==> src/hdl/coapf_pkg.sv <==
// coapf_pkg: types and constants shared by the CoAP option finder.
// No dependencies.
package coapf_pkg;

  localparam int unsigned PosW = 16;
  localparam logic [PosW-1:0] PosMax = '1;
  localparam logic [15:0] WantedReset = 16'd11;
  localparam logic [3:0] NibbleMaxShort = 4'd12;
  localparam logic [3:0] NibbleExt8 = 4'd13;
  localparam logic [3:0] NibbleExt16 = 4'd14;
  localparam logic [3:0] NibbleBad = 4'd15;
  localparam logic [15:0] Ext8Bias = 16'd13;
  localparam logic [15:0] Ext16Bias = 16'd269;
  localparam logic [PosW-1:0] HeaderLast = 16'd3;
  localparam logic [7:0] PayloadMarker = 8'hFF;

  typedef enum logic [3:0] {
    PH_HEADER, PH_TOKEN, PH_OPT, PH_DELTA8, PH_DELTA16H, PH_DELTA16L,
    PH_LEN8, PH_LEN16H, PH_LEN16L, PH_VALUE, PH_PAYLOAD, PH_BAD
  } phase_t;

  typedef enum logic [1:0] {
    ST_FOUND, ST_NOT_FOUND, ST_MALFORMED, ST_SHORT
  } status_t;

  typedef struct packed {
    logic [7:0] data_byte;
    logic       last;
  } item_t;

  typedef struct packed {
    status_t     status;
    logic [15:0] value_off;
    logic [15:0] value_len;
    logic [15:0] body_off;
  } result_t;

endpackage

==> src/hdl/coapf_in_reg.sv <==
// coapf_in_reg: input register of the option finder, one byte request held.
// Depends on coapf_pkg.
module coapf_in_reg
  import coapf_pkg::*;
(
  input  logic       clk,
  input  logic       rst_n,
  input  logic       in_tvalid,
  output logic       in_tready,
  input  logic [7:0] in_tdata,   // [7:0] data_byte
  input  logic       in_tlast,
  input  logic       step,
  output logic       item_valid,
  output item_t      item
);

  logic  valid_r, valid_nxt;
  item_t item_r, item_nxt;

  assign in_tready = !valid_r || step;

  always_comb begin
    valid_nxt = valid_r;
    item_nxt  = item_r;
    if (in_tvalid && in_tready) begin
      valid_nxt = 1'b1;
      item_nxt  = '{data_byte: in_tdata, last: in_tlast};
    end else if (step) begin
      valid_nxt = 1'b0;
    end
  end

  always_ff @(posedge clk) begin
    if (!rst_n) begin
      valid_r <= 1'b0;
    end else begin
      valid_r <= valid_nxt;
    end
    item_r <= item_nxt;
  end

  assign item_valid = valid_r;
  assign item       = item_r;

endmodule

==> src/hdl/coapf_parser.sv <==
// coapf_parser: per-byte CoAP header/option decode and match tracking.
// Depends on coapf_pkg.
module coapf_parser
  import coapf_pkg::*;
(
  input  logic        clk,
  input  logic        rst_n,
  input  logic        step,
  input  item_t       item,
  input  logic [15:0] wanted,
  output result_t     result
);

  phase_t        phase_r, phase_nxt;
  logic [15:0]   pos_r, pos_nxt;
  logic [3:0]    tok_r, tok_nxt;
  logic [15:0]   prev_r, prev_nxt;
  logic [15:0]   delta_r, delta_nxt;
  logic [15:0]   len_r, len_nxt;
  logic [3:0]    pend_r, pend_nxt;
  logic [7:0]    ext_r, ext_nxt;
  logic [15:0]   vrem_r, vrem_nxt;
  logic [15:0]   moff_r, moff_nxt;
  logic [15:0]   mlen_r, mlen_nxt;
  logic [15:0]   pstart_r, pstart_nxt;
  logic          long_r, long_nxt;

  logic [7:0]    b;
  logic [3:0]    dn, ln, ln_cur;
  logic          do_begin, do_end;
  logic [15:0]   dsel, lsel, num, idx_inc;

  assign b       = item.data_byte;
  assign dn      = b[7:4];
  assign ln      = b[3:0];
  assign idx_inc = pos_r + 16'd1;

  always_comb begin
    phase_nxt  = phase_r;
    pos_nxt    = pos_r;
    tok_nxt    = tok_r;
    prev_nxt   = prev_r;
    delta_nxt  = delta_r;
    len_nxt    = len_r;
    pend_nxt   = pend_r;
    ext_nxt    = ext_r;
    vrem_nxt   = vrem_r;
    moff_nxt   = moff_r;
    mlen_nxt   = mlen_r;
    pstart_nxt = pstart_r;
    long_nxt   = long_r;
    do_begin   = 1'b0;
    do_end     = 1'b0;
    dsel       = 16'd0;
    lsel       = 16'd0;
    num        = 16'd0;
    ln_cur     = (phase_r == PH_OPT) ? ln : pend_r;
    result     = '{status: ST_NOT_FOUND, value_off: 16'd0,
                   value_len: 16'd0, body_off: 16'd0};

    if (pos_r == PosMax) begin
      long_nxt  = 1'b1;
      phase_nxt = PH_BAD;
    end else begin
      case (phase_r)
        PH_HEADER: begin
          if (pos_r == 16'd0) tok_nxt = ln;
          if (pos_r >= HeaderLast) phase_nxt = (tok_r != 4'd0) ? PH_TOKEN : PH_OPT;
        end
        PH_TOKEN: begin
          tok_nxt = tok_r - 4'd1;
          if (tok_nxt == 4'd0) phase_nxt = PH_OPT;
        end
        PH_OPT: begin
          if (b == PayloadMarker) begin
            pstart_nxt = idx_inc;
            phase_nxt  = PH_PAYLOAD;
          end else if (dn == NibbleBad || ln == NibbleBad) begin
            phase_nxt = PH_BAD;
          end else begin
            pend_nxt = ln;
            if (dn == NibbleExt8) begin
              phase_nxt = PH_DELTA8;
            end else if (dn == NibbleExt16) begin
              phase_nxt = PH_DELTA16H;
            end else begin
              do_begin = 1'b1;
              dsel     = {12'd0, dn};
            end
          end
        end
        PH_DELTA8: begin
          do_begin = 1'b1;
          dsel     = {8'd0, b} + Ext8Bias;
        end
        PH_DELTA16H: begin
          ext_nxt   = b;
          phase_nxt = PH_DELTA16L;
        end
        PH_DELTA16L: begin
          do_begin = 1'b1;
          dsel     = {ext_r, b} + Ext16Bias;
        end
        PH_LEN8: begin
          do_end = 1'b1;
          lsel   = {8'd0, b} + Ext8Bias;
        end
        PH_LEN16H: begin
          ext_nxt   = b;
          phase_nxt = PH_LEN16L;
        end
        PH_LEN16L: begin
          do_end = 1'b1;
          lsel   = {ext_r, b} + Ext16Bias;
        end
        PH_VALUE: begin
          vrem_nxt = vrem_r - 16'd1;
          if (vrem_nxt == 16'd0) phase_nxt = PH_OPT;
        end
        default: begin
        end
      endcase

      if (do_begin) begin
        delta_nxt = dsel;
        if (ln_cur <= NibbleMaxShort) begin
          do_end = 1'b1;
          lsel   = {12'd0, ln_cur};
        end else if (ln_cur == NibbleExt8) begin
          phase_nxt = PH_LEN8;
        end else begin
          phase_nxt = PH_LEN16H;
        end
      end

      if (do_end) begin
        len_nxt  = lsel;
        num      = prev_r + (do_begin ? dsel : delta_r);
        prev_nxt = num;
        if (num == wanted) begin
          moff_nxt = idx_inc;
          mlen_nxt = lsel;
        end
        vrem_nxt  = lsel;
        phase_nxt = (lsel != 16'd0) ? PH_VALUE : PH_OPT;
      end
    end

    if (item.last) begin
      if (!long_nxt && pos_r < HeaderLast) begin
        result.status = ST_SHORT;
      end else if (long_nxt || phase_nxt == PH_BAD || phase_nxt == PH_HEADER ||
                   phase_nxt == PH_DELTA8 || phase_nxt == PH_DELTA16H ||
                   phase_nxt == PH_DELTA16L || phase_nxt == PH_LEN8 ||
                   phase_nxt == PH_LEN16H || phase_nxt == PH_LEN16L ||
                   phase_nxt == PH_VALUE) begin
        result.status = ST_MALFORMED;
      end else begin
        result.body_off = (phase_nxt == PH_PAYLOAD) ? pstart_nxt : idx_inc;
        if (mlen_nxt != 16'd0) begin
          result.status    = ST_FOUND;
          result.value_off = moff_nxt;
          result.value_len = mlen_nxt;
        end
      end
      phase_nxt  = PH_HEADER;
      pos_nxt    = 16'd0;
      tok_nxt    = 4'd0;
      prev_nxt   = 16'd0;
      delta_nxt  = 16'd0;
      len_nxt    = 16'd0;
      pend_nxt   = 4'd0;
      ext_nxt    = 8'd0;
      vrem_nxt   = 16'd0;
      moff_nxt   = 16'd0;
      mlen_nxt   = 16'd0;
      pstart_nxt = 16'd0;
      long_nxt   = 1'b0;
    end else if (pos_r != PosMax) begin
      pos_nxt = idx_inc;
    end
  end

  always_ff @(posedge clk) begin
    if (!rst_n) begin
      phase_r  <= PH_HEADER;
      pos_r    <= 16'd0;
      tok_r    <= 4'd0;
      prev_r   <= 16'd0;
      delta_r  <= 16'd0;
      len_r    <= 16'd0;
      pend_r   <= 4'd0;
      ext_r    <= 8'd0;
      vrem_r   <= 16'd0;
      moff_r   <= 16'd0;
      mlen_r   <= 16'd0;
      pstart_r <= 16'd0;
      long_r   <= 1'b0;
    end else if (step) begin
      phase_r  <= phase_nxt;
      pos_r    <= pos_nxt;
      tok_r    <= tok_nxt;
      prev_r   <= prev_nxt;
      delta_r  <= delta_nxt;
      len_r    <= len_nxt;
      pend_r   <= pend_nxt;
      ext_r    <= ext_nxt;
      vrem_r   <= vrem_nxt;
      moff_r   <= moff_nxt;
      mlen_r   <= mlen_nxt;
      pstart_r <= pstart_nxt;
      long_r   <= long_nxt;
    end
  end

  a_restart: assert property (@(posedge clk) disable iff (!rst_n)
    (step && item.last) |=> (pos_r == 16'd0 && phase_r == PH_HEADER))
    else $error("parser did not restart after final byte");

  a_long_pos: assert property (@(posedge clk) disable iff (!rst_n)
    long_r |-> (pos_r == PosMax))
    else $error("too-long flag set below maximum position");

endmodule

==> src/hdl/coap_option_finder.sv <==
// Final byte: input register first, then its result in the result register.
// Throughput: one byte per cycle; the input register holds a final byte
// only while the result register is full and not taken.
// Reset: rst_n synchronous, active low; parse state cleared, wanted option 11.
// Top level: input register, option parser, result register, config register.
// Depends on coapf_pkg, coapf_in_reg, coapf_parser.
module coap_option_finder
  import coapf_pkg::*;
(
  input  logic        clk,
  input  logic        rst_n,
  input  logic        in_tvalid,
  output logic        in_tready,
  input  logic [7:0]  in_tdata,    // [7:0] data_byte
  input  logic        in_tlast,
  output logic        out_tvalid,
  input  logic        out_tready,
  output logic [47:0] out_tdata,   // [15:0] value_off, [31:16] value_len,
                                   // [47:32] body_off
  output logic [1:0]  out_tuser,   // [1:0] status
  input  logic        cfg_wr_en,
  input  logic [15:0] cfg_wr_data
);

  logic        item_valid, step, out_free, res_load;
  item_t       item;
  result_t     result;
  logic [15:0] wanted_r;
  logic        out_valid_r, out_valid_nxt;
  result_t     res_r, res_nxt;

  assign out_free = !out_valid_r || out_tready;
  assign step     = item_valid && (!item.last || out_free);
  assign res_load = step && item.last;

  coapf_in_reg u_in_reg (
    .clk        (clk),
    .rst_n      (rst_n),
    .in_tvalid  (in_tvalid),
    .in_tready  (in_tready),
    .in_tdata   (in_tdata),
    .in_tlast   (in_tlast),
    .step       (step),
    .item_valid (item_valid),
    .item       (item)
  );

  coapf_parser u_parser (
    .clk    (clk),
    .rst_n  (rst_n),
    .step   (step),
    .item   (item),
    .wanted (wanted_r),
    .result (result)
  );

  always_ff @(posedge clk) begin
    if (!rst_n) begin
      wanted_r <= WantedReset;
    end else if (cfg_wr_en) begin
      wanted_r <= cfg_wr_data;
    end
  end

  always_comb begin
    out_valid_nxt = out_valid_r;
    res_nxt       = res_r;
    if (res_load) begin
      out_valid_nxt = 1'b1;
      res_nxt       = result;
    end else if (out_tready) begin
      out_valid_nxt = 1'b0;
    end
  end

  always_ff @(posedge clk) begin
    if (!rst_n) begin
      out_valid_r <= 1'b0;
    end else begin
      out_valid_r <= out_valid_nxt;
    end
    res_r <= res_nxt;
  end

  assign out_tvalid = out_valid_r;
  assign out_tuser  = res_r.status;
  assign out_tdata  = {res_r.body_off, res_r.value_len, res_r.value_off};

  a_no_overwrite: assert property (@(posedge clk) disable iff (!rst_n)
    res_load |-> (!out_valid_r || out_tready))
    else $error("result register overwritten while held");

  a_hold_final: assert property (@(posedge clk) disable iff (!rst_n)
    (item_valid && item.last && out_valid_r && !out_tready) |-> !in_tready)
    else $error("input taken while final byte stalled");

  a_bad_zero: assert property (@(posedge clk) disable iff (!rst_n)
    (out_valid_r && (res_r.status == ST_MALFORMED || res_r.status == ST_SHORT))
      |-> (out_tdata == 48'd0))
    else $error("malformed result carries non-zero fields");

  a_not_found: assert property (@(posedge clk) disable iff (!rst_n)
    (out_valid_r && res_r.status == ST_NOT_FOUND)
      |-> (res_r.value_off == 16'd0 && res_r.value_len == 16'd0))
    else $error("not-found result carries a match");

endmodule
==> config.mk <==
export PLATFORM = sky130hd
export DESIGN_NAME = coap_option_finder
export DESIGN_NICKNAME = d
export VERILOG_FILES = /design/src/hdl/coapf_pkg.sv /design/src/hdl/coapf_in_reg.sv /design/src/hdl/coapf_parser.sv /design/src/hdl/coap_option_finder.sv
export SDC_FILE = /design/constraint.sdc
export NUM_CORES = 1
export LEC_CHECK = 0
export ABC_AREA = 0
export BUFFER_PORTS_ARGS = -buffer_cell sky130_fd_sc_hd__buf_2
export CORE_ASPECT_RATIO = 0.8
export CORE_MARGIN = 2
export CORE_UTILIZATION = 50
export DETAILED_ROUTE_END_ITERATION = 7
export PLACE_DENSITY = 0.79
export REMOVE_ABC_BUFFERS = 1
export SLEW_MARGIN = 40
export SYNTH_ARGS = -nofsm -noshare
export SYNTH_HDL_FRONTEND = slang
export SYNTH_SLANG_ARGS = --single-unit
==> constraint.sdc <==
create_clock -name clk -period 11.35 [get_ports clk]
set_input_delay 0 -clock clk [delete_from_list [all_inputs] [get_ports clk]]
set_output_delay 0 -clock clk [all_outputs]
set_load 0.02 [all_outputs]
==> results of run 1 <==
synthesized netlist by cell type (7+ instances only):
cell type / n / area, sq um
nor4_1: 19 / 119
nor3_2: 11 / 110
mux2i_1: 54 / 541
buf_1: 7 / 26.3
a21oi_1: 55 / 275
inv_1: 21 / 78.8
nor3b_1: 7 / 52.6
a32o_1: 21 / 210
a21boi_0: 14 / 105
dfxtp_1: 151 / 3020
and2_1: 12 / 75.1
a22oi_1: 68 / 510
and3_1: 10 / 62.6
nand4_1: 14 / 87.6
or3_1: 11 / 68.8
xor2_1: 24 / 210
nand2_1: 76 / 285
o21ai_0: 53 / 265
nor3_1: 63 / 315
xnor2_1: 35 / 307
nor2b_1: 99 / 619
o22ai_1: 9 / 56.3
a21o_1: 8 / 60.1
ha_1: 22 / 275
nand3_1: 31 / 155
buf_2: 14 / 70.1
clkbuf_1: 64 / 240
o21a_1: 16 / 120
edfxtp_1: 59 / 1770
nor2_1: 79 / 297
worst min-delay path by stage:
| stage | from | to | slack, ns | cells after the start |
|---|---|---|---|---|
| after floorplan | rst_n | wanted_r[0]$_SDFFE_PN1P_ | 0.06 | 1 |
| after global placement | in_tdata[2] | u_in_reg.item[3]$_DFFE_PP_ | 0.18 | 1 |
| after detailed placement | in_tdata[5] | u_in_reg.item[6]$_DFFE_PP_ | 0.18 | 1 |
| after CTS | cfg_wr_en | wanted_r[1]$_SDFFE_PN1P_ | 0.02 | 3 |
| after global routing | cfg_wr_en | wanted_r[15]$_SDFFE_PN0P_ | 0.08 | 3 |
| final | cfg_wr_en | wanted_r[1]$_SDFFE_PN1P_ | 0.05 | 3 |
flip-flops by register name, indices dropped and copies added, names as in the netlist, 8 cells and up:
name,flops
u_in_reg.item,9
u_parser.mlen_r,16
u_parser.delta_r,16
wanted_r,16
u_parser.ext_r,8
u_parser.prev_r,16
u_parser.vrem_r,16
u_parser.moff_r,16
u_parser.pstart_r,16
u_parser.pos_r,16
out_tdata,48
kinds of logic after synthesis:
kind of cell	share of synthesized area, %
flops	41.0
fa+ha+maj	2.52
xor+xnor	5.52
mux	4.62
simple gates	22.0
compound gates	19.8
buf+inv	4.50
final cells by class:
type	instances	area (sq um)
Fill cell	2033	9960
Multi-Input combinational cell	938	6450
Sequential cell	210	4790
Timing Repair Buffer	125	821
Clock buffer	35	652
Tap cell	312	390
Inverter	22	85.1
Clock inverter	6	61.3
critical path, cell delays in order (launching register included):
cell	delay [ns]
dfxtp_1	0.58
nor4b_4	0.85
a32oi_1	0.31
buf_4	0.28
a221o_1	0.39
ha_1	0.22
fa_1	0.41
a21o_1	0.21
a21oi_1	0.26
xor2_1	0.14
a2111oi_0	0.59
o2111a_1	0.27
nand4_1	0.16
nor4b_4	0.25
buf_4	0.56
mux2i_2	0.27
buf_4	0.33
nor3_1	0.11
per-layer routing:
layer | share of wire [%] | up-vias
li1 | - | 4788
met4 | 2.3 | 0
met1 | 46 | 4862
met2 | 43 | 480
met3 | 9.4 | 57
met5 | 0 | -
per-stage QoR:
| stage | std cells | worst slack [ns] |
|---|---|---|
| floorplan | 1170 | 3.89 |
| global placement | 1574 | 5.07 |
| detailed placement | 1574 | 5.01 |
| CTS | 1648 | 5.00 |
| global route | 1648 | 4.44 |
| finish | 1648 | 4.83 |
power breakdown:
part,internal [mW],switching [mW]
registers,0.780,0.0137
clock network,0.419,0.298
logic,0.0475,0.0662
total,1.25,0.378
==> flow_metrics.py, run 1 <==
metrics = {
    "clocking": {
        "htreeDepth": 1,
        "cts_buffers": 23,
        "cts_resized": 0,
        "post_cts_buffers": 0,
        "ctsHoldBuffers": 33,
        "root_buffer": "clkbuf_16",
        "clockBufferDepth": 3,
        "tritoncts": "yes",
        "clkLatencyLatePin_ns": 0.52,
        "clk_pin_slew_ns": 0.06,
        "clock_sinks": 210,
    },
    "setup_path": {
        "cp.arrival_ns": 6.75,
        "reg2reg_from": "u_parser.phase_r[0]$_SDFFE_PN0P_",
        "crit_path_start": "u_parser.phase_r[0]$_SDFFE_PN0P_",
        "reg2reg_setup_slack_ns": 4.83,
        "end_kind": "flip-flop",
        "crit_path_start_kind": "flip-flop",
        "crit_type": "flip-flop to flip-flop",
        "cp-endpoint": "out_tdata[3]$_SDFFCE_PP0P_",
        "cp_max_fo": 40,
        "r2r_cells": 17,
        "rr_endpoint": "out_tdata[3]$_SDFFCE_PP0P_",
        "cp_data_required_time_ns": 11.58,
    },
    "job": {
        "maxCapViolations": 0,
    },
    "routing": {
        "drtIter0Drc": 1251,
        "num_vias": 10200,
        "drc": 0,
        "drtAntennaViolNets": 0,
        "wirelength_um": 30400,
        "wl_per_cell_um": 18.5,
        "drtPass1Iterations": 5,
        "avgViaCountPerCell": 6.18,
    },
    "global_routing": {
        "grt_max_degree": 86,
        "grt-busiest-layer": "met1",
        "use_met1_pct": 36.2,
        "gr-usage-met2_pct": 35.8,
        "grt.overflow.total": 0,
        "grt_pass1_vias": 9274,
        "antenna_found_initial": 0,
        "grt_pass1_wl_um": 48700,
        "grtUsageTotal_pct": 24.1,
        "use_met3_pct": 3.96,
    },
    "cells_and_area": {
        "layout-drive-gt1-share_pct": 12.6,
        "design_area_sq_um": 13300,
        "area_delta_synth_final_pct": 13.3,
        "final_util_pct": 57.1,
        "nets": 1373,
        "final_common_cell": "dfxtp_1",
        "mostFrequentLayoutCells": "dfxtp_1, nor2b_1, buf_2",
        "antennaDiodeCount": 0,
    },
    "floorplanning": {
        "die_area_sq_um": 24600,
        "die_w_um": 175,
        "core_sq_um": 23200,
        "row_count": 50,
        "ioPinCount": 82,
        "start_util_pct": 50.4,
        "die_height_um": 141,
    },
    "timing": {
        "holdWs_ns": 0.0453,
        "rsz0062_at_grt": "false",
        "worstMarginPinSlew_ns": 0.862,
        "finalHoldViolCount": 0,
        "max_slew_margin_pct": 42.4,
        "fin_crit_ns": 6.52,
        "fin_skew_ns": 0.00789,
        "setup_viol": 0,
        "setup_tns_ns": 0,
        "slew_viol_final": 0,
        "fin_crit_sh_pct": 57.5,
        "max_freq_mhz": 153,
    },
    "place": {
        "dpl-instance-area_sq_um": 12200,
        "place_congestion": 0.976,
        "numPortBuffers": 81,
        "hpwl_um": 20400,
    },
    "synthesis": {
        "ys_seq_area_share_pct": 41.0,
        "ys.flop_type": "dfxtp_1",
        "synth_seq_cells": 210,
        "synth_area_sq_um": 11700,
        "synth.distinct_cells": 86,
        "syn-instance-count": 1267,
        "avgSynthCellArea_sq_um": 9.23,
        "synth_edf_count": 59,
        "ys_async_sr_fraction_pct": 0,
        "ys.warnings.count": 0,
    },
    "power_and_ir_drop": {
        "power_mw": 1.62,
        "vdd_drop_max_v": 0.0000865,
        "cellPowerDensity_nw_per_um2": 123,
        "p_leak_nw": 4.69,
    },
    "worst_hold_path": {
        "worstHoldPathType": "input pin to flip-flop",
    },
    "outcome": {
        "status": "finished clean",
    },
}
No activity file was read; power rests on OpenSTA's default activity.
==> run 2: changes to the inputs <==
- ABC_AREA: 0 -> 1
- clock period: 11.35 -> 6.3 ns (I/O delays scaled with it)
==> run 2 against run 1 <==
- hold slack gained 0.15 ns
- setup slack lost 4.3 ns
- clock power grew 79%
- maximum frequency grew 13%
- sequential share of layout area shrank 1.9 points
- largest cell class unchanged
==> flow_metrics.py, run 2 <==
metrics = {
    "synthesis": {
        "ys_seq_area_share_pct": 39.5,
        "ys_async_sr_fraction_pct": 0,
        "ys.warnings.count": 0,
        "synth_edf_count": 59,
        "synth.distinct_cells": 48,
        "synth_top_area_share_pct": 24.9,
        "yosysTopAreaCell": "dfxtp_1",
        "synth_seq_cells": 210,
        "synth_area_sq_um": 12100,
        "avgSynthCellArea_sq_um": 7.10,
        "synth.area.top_cells": "dfxtp_1, nand2_1, edfxtp_1",
        "ys.flop_type": "dfxtp_1",
        "synth_common_cells": "nand2_1, inv_1, a21oi_1, dfxtp_1, nor2_1",
        "yosysMostFrequentCell": "nand2_1",
        "syn-instance-count": 1709,
    },
    "timing": {
        "setup_viol": 0,
        "max_freq_mhz": 173,
        "rsz0062_at_grt": "false",
        "slew_viol_final": 0,
        "fin_skew_ns": 0.00754,
        "worstMarginPinSlew_ns": 0.785,
        "fin_crit_sh_pct": 91.6,
        "max_slew_margin_pct": 47.6,
        "fin_crit_ns": 5.77,
        "finalHoldViolCount": 0,
        "setup_tns_ns": 0,
    },
    "worst_hold_path": {
        "hold_end": "u_in_reg.item[5]$_DFFE_PP_",
        "min_from": "in_tdata[4]",
        "worstHoldPathType": "input pin to flip-flop",
        "holdPathStages": 2,
    },
    "clocking": {
        "cts_resized": 0,
        "clk_pin_slew_ns": 0.06,
        "cts_buffers": 23,
        "clockBufferDepth": 3,
        "root_buffer": "clkbuf_16",
        "htreeDepth": 1,
        "tritoncts": "yes",
        "clock_sinks": 210,
        "clkLatencyLatePin_ns": 0.51,
    },
    "floorplanning": {
        "start_util_pct": 51.3,
        "row_count": 50,
        "die_height_um": 143,
        "core_sq_um": 23600,
        "die_area_sq_um": 25600,
        "die_w_um": 178,
        "ioPinCount": 82,
    },
    "cells_and_area": {
        "final_util_pct": 59.1,
        "layout-drive-gt1-share_pct": 13.5,
        "nets": 1869,
        "mostFrequentLayoutCells": "nand2_1, inv_1, a21oi_1",
        "largest_reg_flops": 48,
        "antennaDiodeCount": 0,
        "final_common_cell": "nand2_1",
        "area_delta_synth_final_pct": 15.2,
    },
    "routing": {
        "wirelength_um": 33700,
        "num_vias": 11800,
        "drc": 0,
        "drtAntennaViolNets": 0,
        "avgViaCountPerCell": 5.49,
        "drtIter0Drc": 1250,
        "wl_per_cell_um": 15.7,
        "drtPass1Iterations": 7,
    },
    "global_routing": {
        "grtUsageTotal_pct": 26.3,
        "grt_max_degree": 80,
        "grt_pass1_wl_um": 54600,
        "grt.overflow.total": 0,
        "antenna_found_initial": 0,
        "grt_pass1_vias": 10800,
    },
    "setup_path": {
        "cp_data_required_time_ns": 6.52,
        "reg2reg_from": "u_in_reg.item[1]$_DFFE_PP_",
        "crit_type": "flip-flop to flip-flop",
        "crit_path_start_kind": "flip-flop",
        "r2r_cells": 26,
        "rr_endpoint": "out_tdata[16]$_SDFFCE_PP0P_",
        "cp.arrival_ns": 5.99,
        "end_kind": "flip-flop",
        "cp_max_fo": 18,
        "reg2reg_setup_slack_ns": 0.53,
    },
    "outcome": {
        "status": "finished clean",
    },
    "place": {
        "numPortBuffers": 81,
        "place_congestion": 0.983,
        "hpwl_um": 23200,
    },
    "power_and_ir_drop": {
        "cellPowerDensity_nw_per_um2": 212,
        "p_leak_nw": 5.88,
        "vdd_drop_max_v": 0.000155,
    },
    "job": {
        "maxCapViolations": 0,
    },
}
[run 2: worst max-delay path by stage]
stage / startpoint / to / slack, ns / cells past startpoint
floorplan: u_in_reg.item[1]$_DFFE_PP_ / out_tdata[16]$_SDFFCE_PP0P_ / 0.65 / 24
global placement: u_in_reg.item[1]$_DFFE_PP_ / out_tdata[25]$_SDFFCE_PP0P_ / 0.36 / 23
detailed placement: u_in_reg.item[1]$_DFFE_PP_ / out_tdata[25]$_SDFFCE_PP0P_ / 0.50 / 26
CTS: u_in_reg.item[1]$_DFFE_PP_ / out_tdata[25]$_SDFFCE_PP0P_ / 0.48 / 26
global route: u_in_reg.item[1]$_DFFE_PP_ / out_tdata[25]$_SDFFCE_PP0P_ / 0.05 / 26
finish: u_in_reg.item[1]$_DFFE_PP_ / out_tdata[16]$_SDFFCE_PP0P_ / 0.53 / 26
[run 2: metrics by stage]
| step | power, mW | area (sq um) | hold WS, ns | setup WS (ns) | instances |
|---|---|---|---|---|---|
| after floorplan | 1.61 | 11800 | 0.0841 | 0.648 | 1647 |
| after CTS | 2.98 | 14000 | 0.187 | 0.477 | 2142 |
| final | 2.97 | 14000 | 0.199 | 0.531 | 2144 |
| after detailed placement | 1.69 | 12700 | 0.178 | 0.503 | 2051 |
| after global placement | 1.68 | 12700 | 0.176 | 0.361 | 2051 |
| after global routing | 3.08 | 14000 | 0.208 | 0.0503 | 2144 |
[run 2: layout make-up]
type | count | area (sq um)
Fill cell | 2173 | 9660
Multi-Input combinational cell | 1248 | 6360
Sequential cell | 210 | 4790
Timing Repair Buffer | 143 | 1010
Inverter | 190 | 718
Clock buffer | 27 | 611
Tap cell | 312 | 390
Clock inverter | 14 | 96.3
[run 2: metal layers]
layer,global-route usage (%),part of all wire (%),wire (um)
met1,39.3,47,15900
met2,40.4,43,14600
met3,3.81,7.7,2610
met4,5.73,1.9,640
met5,0,0,0
[run 2: worst max-delay path, cell delays in order, from the launching register on]
cell,delay (ns)
edfxtp_1,0.44
ha_1,0.26
nor2_1,0.24
nand2_1,0.15
nand2_1,0.19
nand2_1,0.12
nand2_1,0.11
nor2_1,0.06
xor2_1,0.24
a22o_1,0.22
ha_1,0.30
a21oi_1,0.25
nor3_1,0.07
nor2_1,0.09
o21ai_0,0.09
a21oi_1,0.30
inv_1,0.10
nand3_1,0.12
nand3_1,0.10
nand2_2,0.27
nand4_2,0.49
o21ai_1,0.43
nand2_1,0.10
nor2_2,0.11
nand2_2,0.14
nor2_8,0.39
nor3_1,0.10
[run 2: what timing repair did]
action                                  in CTS  in global routing
hold buffers                                50                  0
hold endpoints to repair                    28                  0
setup buffers                                0                  1
endpoints found under the setup margin       0                 33
[run 2: power breakdown]
part | switching, mW | total [mW] | internal (mW) | leakage, nW
Clock | 0.549 | 1.28 | 0.731 | 0.342
Sequential | 0.0198 | 1.43 | 1.41 | 1.86
Combinational | 0.170 | 0.262 | 0.0923 | 3.69
[run 2: logic make-up after synthesis]
logic type,after synthesis,synth area share (%)
simple gates,924,34.7
buf+inv,252,8.47
compound gates,251,11.0
flops,210,39.5
xor+xnor,31,2.35
fa+ha+maj,23,2.43
mux,18,1.48
==> run 3: changes to the inputs <==
- CTS_BUF_LIST: not set -> sky130_fd_sc_hd__clkbuf_4 sky130_fd_sc_hd__clkbuf_8
- PLACE_DENSITY: 0.79 -> 0.68
==> run 3 against run 2 <==
- total power increased by 1.2%
- non-clock buffer count rose by 2
- sequential power about the same
- largest cell class unchanged
- largest power group unchanged
==> flow_metrics.py, run 3 (synthesis results as in run 2) <==
metrics = {
    "outcome": {
        "status": "finished clean",
    },
    "setup_path": {
        "crit_type": "flip-flop to flip-flop",
        "r2r_cells": 27,
        "cp_common_cell": "nand2_1",
        "cp.arrival_ns": 6.01,
        "end_kind": "flip-flop",
        "crit_path_top_delay_cell": "nor2_8",
        "path_buf_inv": 1,
        "path_depth": 27,
        "cp_slowest_stage_delay_ns": 0.57,
        "cp_data_required_time_ns": 6.55,
        "critPathTopFamily": "simple AND/OR/NAND/NOR gates",
        "crit_path_start_kind": "flip-flop",
        "cp_max_fo": 33,
    },
    "floorplanning": {
        "row_count": 50,
        "die_height_um": 143,
        "core_sq_um": 23600,
        "die_area_sq_um": 25600,
        "start_util_pct": 51.3,
        "die_w_um": 178,
        "ioPinCount": 82,
    },
    "place": {
        "numPortBuffers": 81,
        "place_congestion": 0.980,
        "hpwl_um": 23700,
    },
    "clocking": {
        "post_cts_buffers": 0,
        "cts_buffers": 37,
        "root_buffer": "clkbuf_8",
        "clk_pin_slew_ns": 0.06,
        "clockBufferDepth": 3,
        "clock_sinks": 210,
        "cts_resized": 0,
        "htreeDepth": 2,
        "tritoncts": "yes",
        "clkLatencyLatePin_ns": 0.54,
    },
    "global_routing": {
        "grtUsageTotal_pct": 26.7,
        "grt.overflow.total": 0,
        "grt_pass1_wl_um": 54700,
        "grt_pass1_vias": 10500,
        "grt_max_degree": 93,
        "antenna_found_initial": 0,
    },
    "timing": {
        "finalHoldViolCount": 0,
        "setup_viol": 0,
        "worstMarginPinSlew_ns": 0.810,
        "max_freq_mhz": 174,
        "fin_skew_ns": 0.0232,
        "fin_crit_sh_pct": 91.4,
        "setup_tns_ns": 0,
        "fin_crit_ns": 5.76,
        "rsz0062_at_grt": "false",
        "slew_viol_final": 0,
        "max_slew_margin_pct": 46.0,
    },
    "routing": {
        "wirelength_um": 34000,
        "drtPass1Iterations": 5,
        "drtAntennaViolNets": 0,
        "drc": 0,
        "wl_per_cell_um": 15.7,
        "drtIter0Drc": 1129,
        "avgViaCountPerCell": 5.35,
        "num_vias": 11600,
    },
    "cells_and_area": {
        "antennaDiodeCount": 0,
        "final_common_cell": "nand2_1",
        "area_delta_synth_final_pct": 15.4,
        "layout-drive-gt1-share_pct": 14.7,
        "mostFrequentLayoutCells": "nand2_1, inv_1, a21oi_1",
        "largest_reg_flops": 48,
        "nets": 1884,
    },
    "power_and_ir_drop": {
        "p_comb_share_pct": 8.8,
        "p_leak_nw": 5.93,
        "vdd_drop_max_v": 0.000163,
        "p_sw_share_pct": 25.7,
        "power.internal_mw": 2.23,
        "p_clk_share_pct": 43.7,
        "p_switching_uw": 773,
        "power_mw": 3.01,
        "seqPwrFrac_pct": 47.5,
        "cellPowerDensity_nw_per_um2": 215,
    },
    "worst_hold_path": {
        "holdPathStages": 2,
        "worstHoldPathType": "input pin to flip-flop",
    },
    "job": {
        "maxCapViolations": 0,
    },
}
-- run 3: cell type report --
type / instances / area, sq um
Clock inverter: 14 / 119
Tap cell: 312 / 390
Timing Repair Buffer: 145 / 1010
Sequential cell: 210 / 4790
Clock buffer: 51 / 633
Fill cell: 2208 / 9640
Multi-Input combinational cell: 1247 / 6340
Inverter: 190 / 718
-- run 3: through the flow --
| step | instance area (sq um) | worst slack, ns | instances | hold slack, ns | util (%) |
|---|---|---|---|---|---|
| 2_1_floorplan | 11800 | 0.648 | 1647 | 0.0841 | - |
| 3_3_place_gp | 12700 | 0.778 | 2054 | 0.177 | 53.9 |
| 3_5_place_dp | 12800 | 0.671 | 2054 | 0.178 | 54.0 |
| 4_1_cts | 14000 | 0.650 | 2169 | 0.161 | 59.2 |
| 5_1_grt | 14000 | 0.0221 | 2169 | 0.182 | 59.2 |
| 6_report | 14000 | 0.542 | 2169 | 0.181 | 59.2 |
-- run 3: worst paths after layout --
check                                                    endpoint                               from  slack [ns]
worst min register to register  u_parser.pstart_r[4]$_SDFFE_PN0P_  u_parser.pstart_r[4]$_SDFFE_PN0P_        0.46
worst max-delay path                  out_tdata[25]$_SDFFCE_PP0P_         u_in_reg.item[1]$_DFFE_PP_        0.54
worst max register to register        out_tdata[25]$_SDFFCE_PP0P_         u_in_reg.item[1]$_DFFE_PP_        0.54
worst min-delay path                   u_in_reg.item[2]$_DFFE_PP_                        in_tdata[1]        0.18
-- run 3: timing repair --
action | CTS | global route
hold endpoints to repair | 37 | 0
hold buffers | 50 | 0
endpoints found under the setup margin | 0 | 0
-- run 3: power groups by stage --
stage / clock [mW] / sequential [mW] / combinational, mW
floorplan: 0 / 1.45 / 0.156
global placement: 0 / 1.45 / 0.233
detailed placement: 0 / 1.45 / 0.234
CTS: 1.34 / 1.43 / 0.261
global route: 1.39 / 1.43 / 0.295
finish: 1.31 / 1.43 / 0.265
-- run 3: worst register-to-register path: stages, from the launching register on --
cell      delay, ns
edfxtp_1       0.44
ha_1           0.26
nor2_1         0.19
nand2_1        0.13
nand2_1        0.18
nand2_1        0.13
nand2_1        0.12
nor2_1         0.06
xor2_1         0.24
a22o_1         0.21
ha_1           0.30
a21oi_1        0.26
nor3_1         0.07
nor2_1         0.11
o21ai_0        0.09
a21oi_1        0.28
nand3_1        0.15
nand3_1        0.12
nand2_2        0.21
nand4_2        0.17
buf_4          0.43
nand2_1        0.14
nand2_1        0.13
nand2_1        0.09
nor2_1         0.17
nand2_2        0.12
nor2_8         0.57
nor3_1         0.11
-- run 3: metal layers --
metal	wire [um]	track usage, %	part of all wire, %	vias up
li1	-	-	-	5841
met2	13900	38.6	41	406
met5	0	0	0	-
met3	2660	4.52	7.8	54
met4	608	6.20	1.8	0
met1	16900	41.0	50	5294
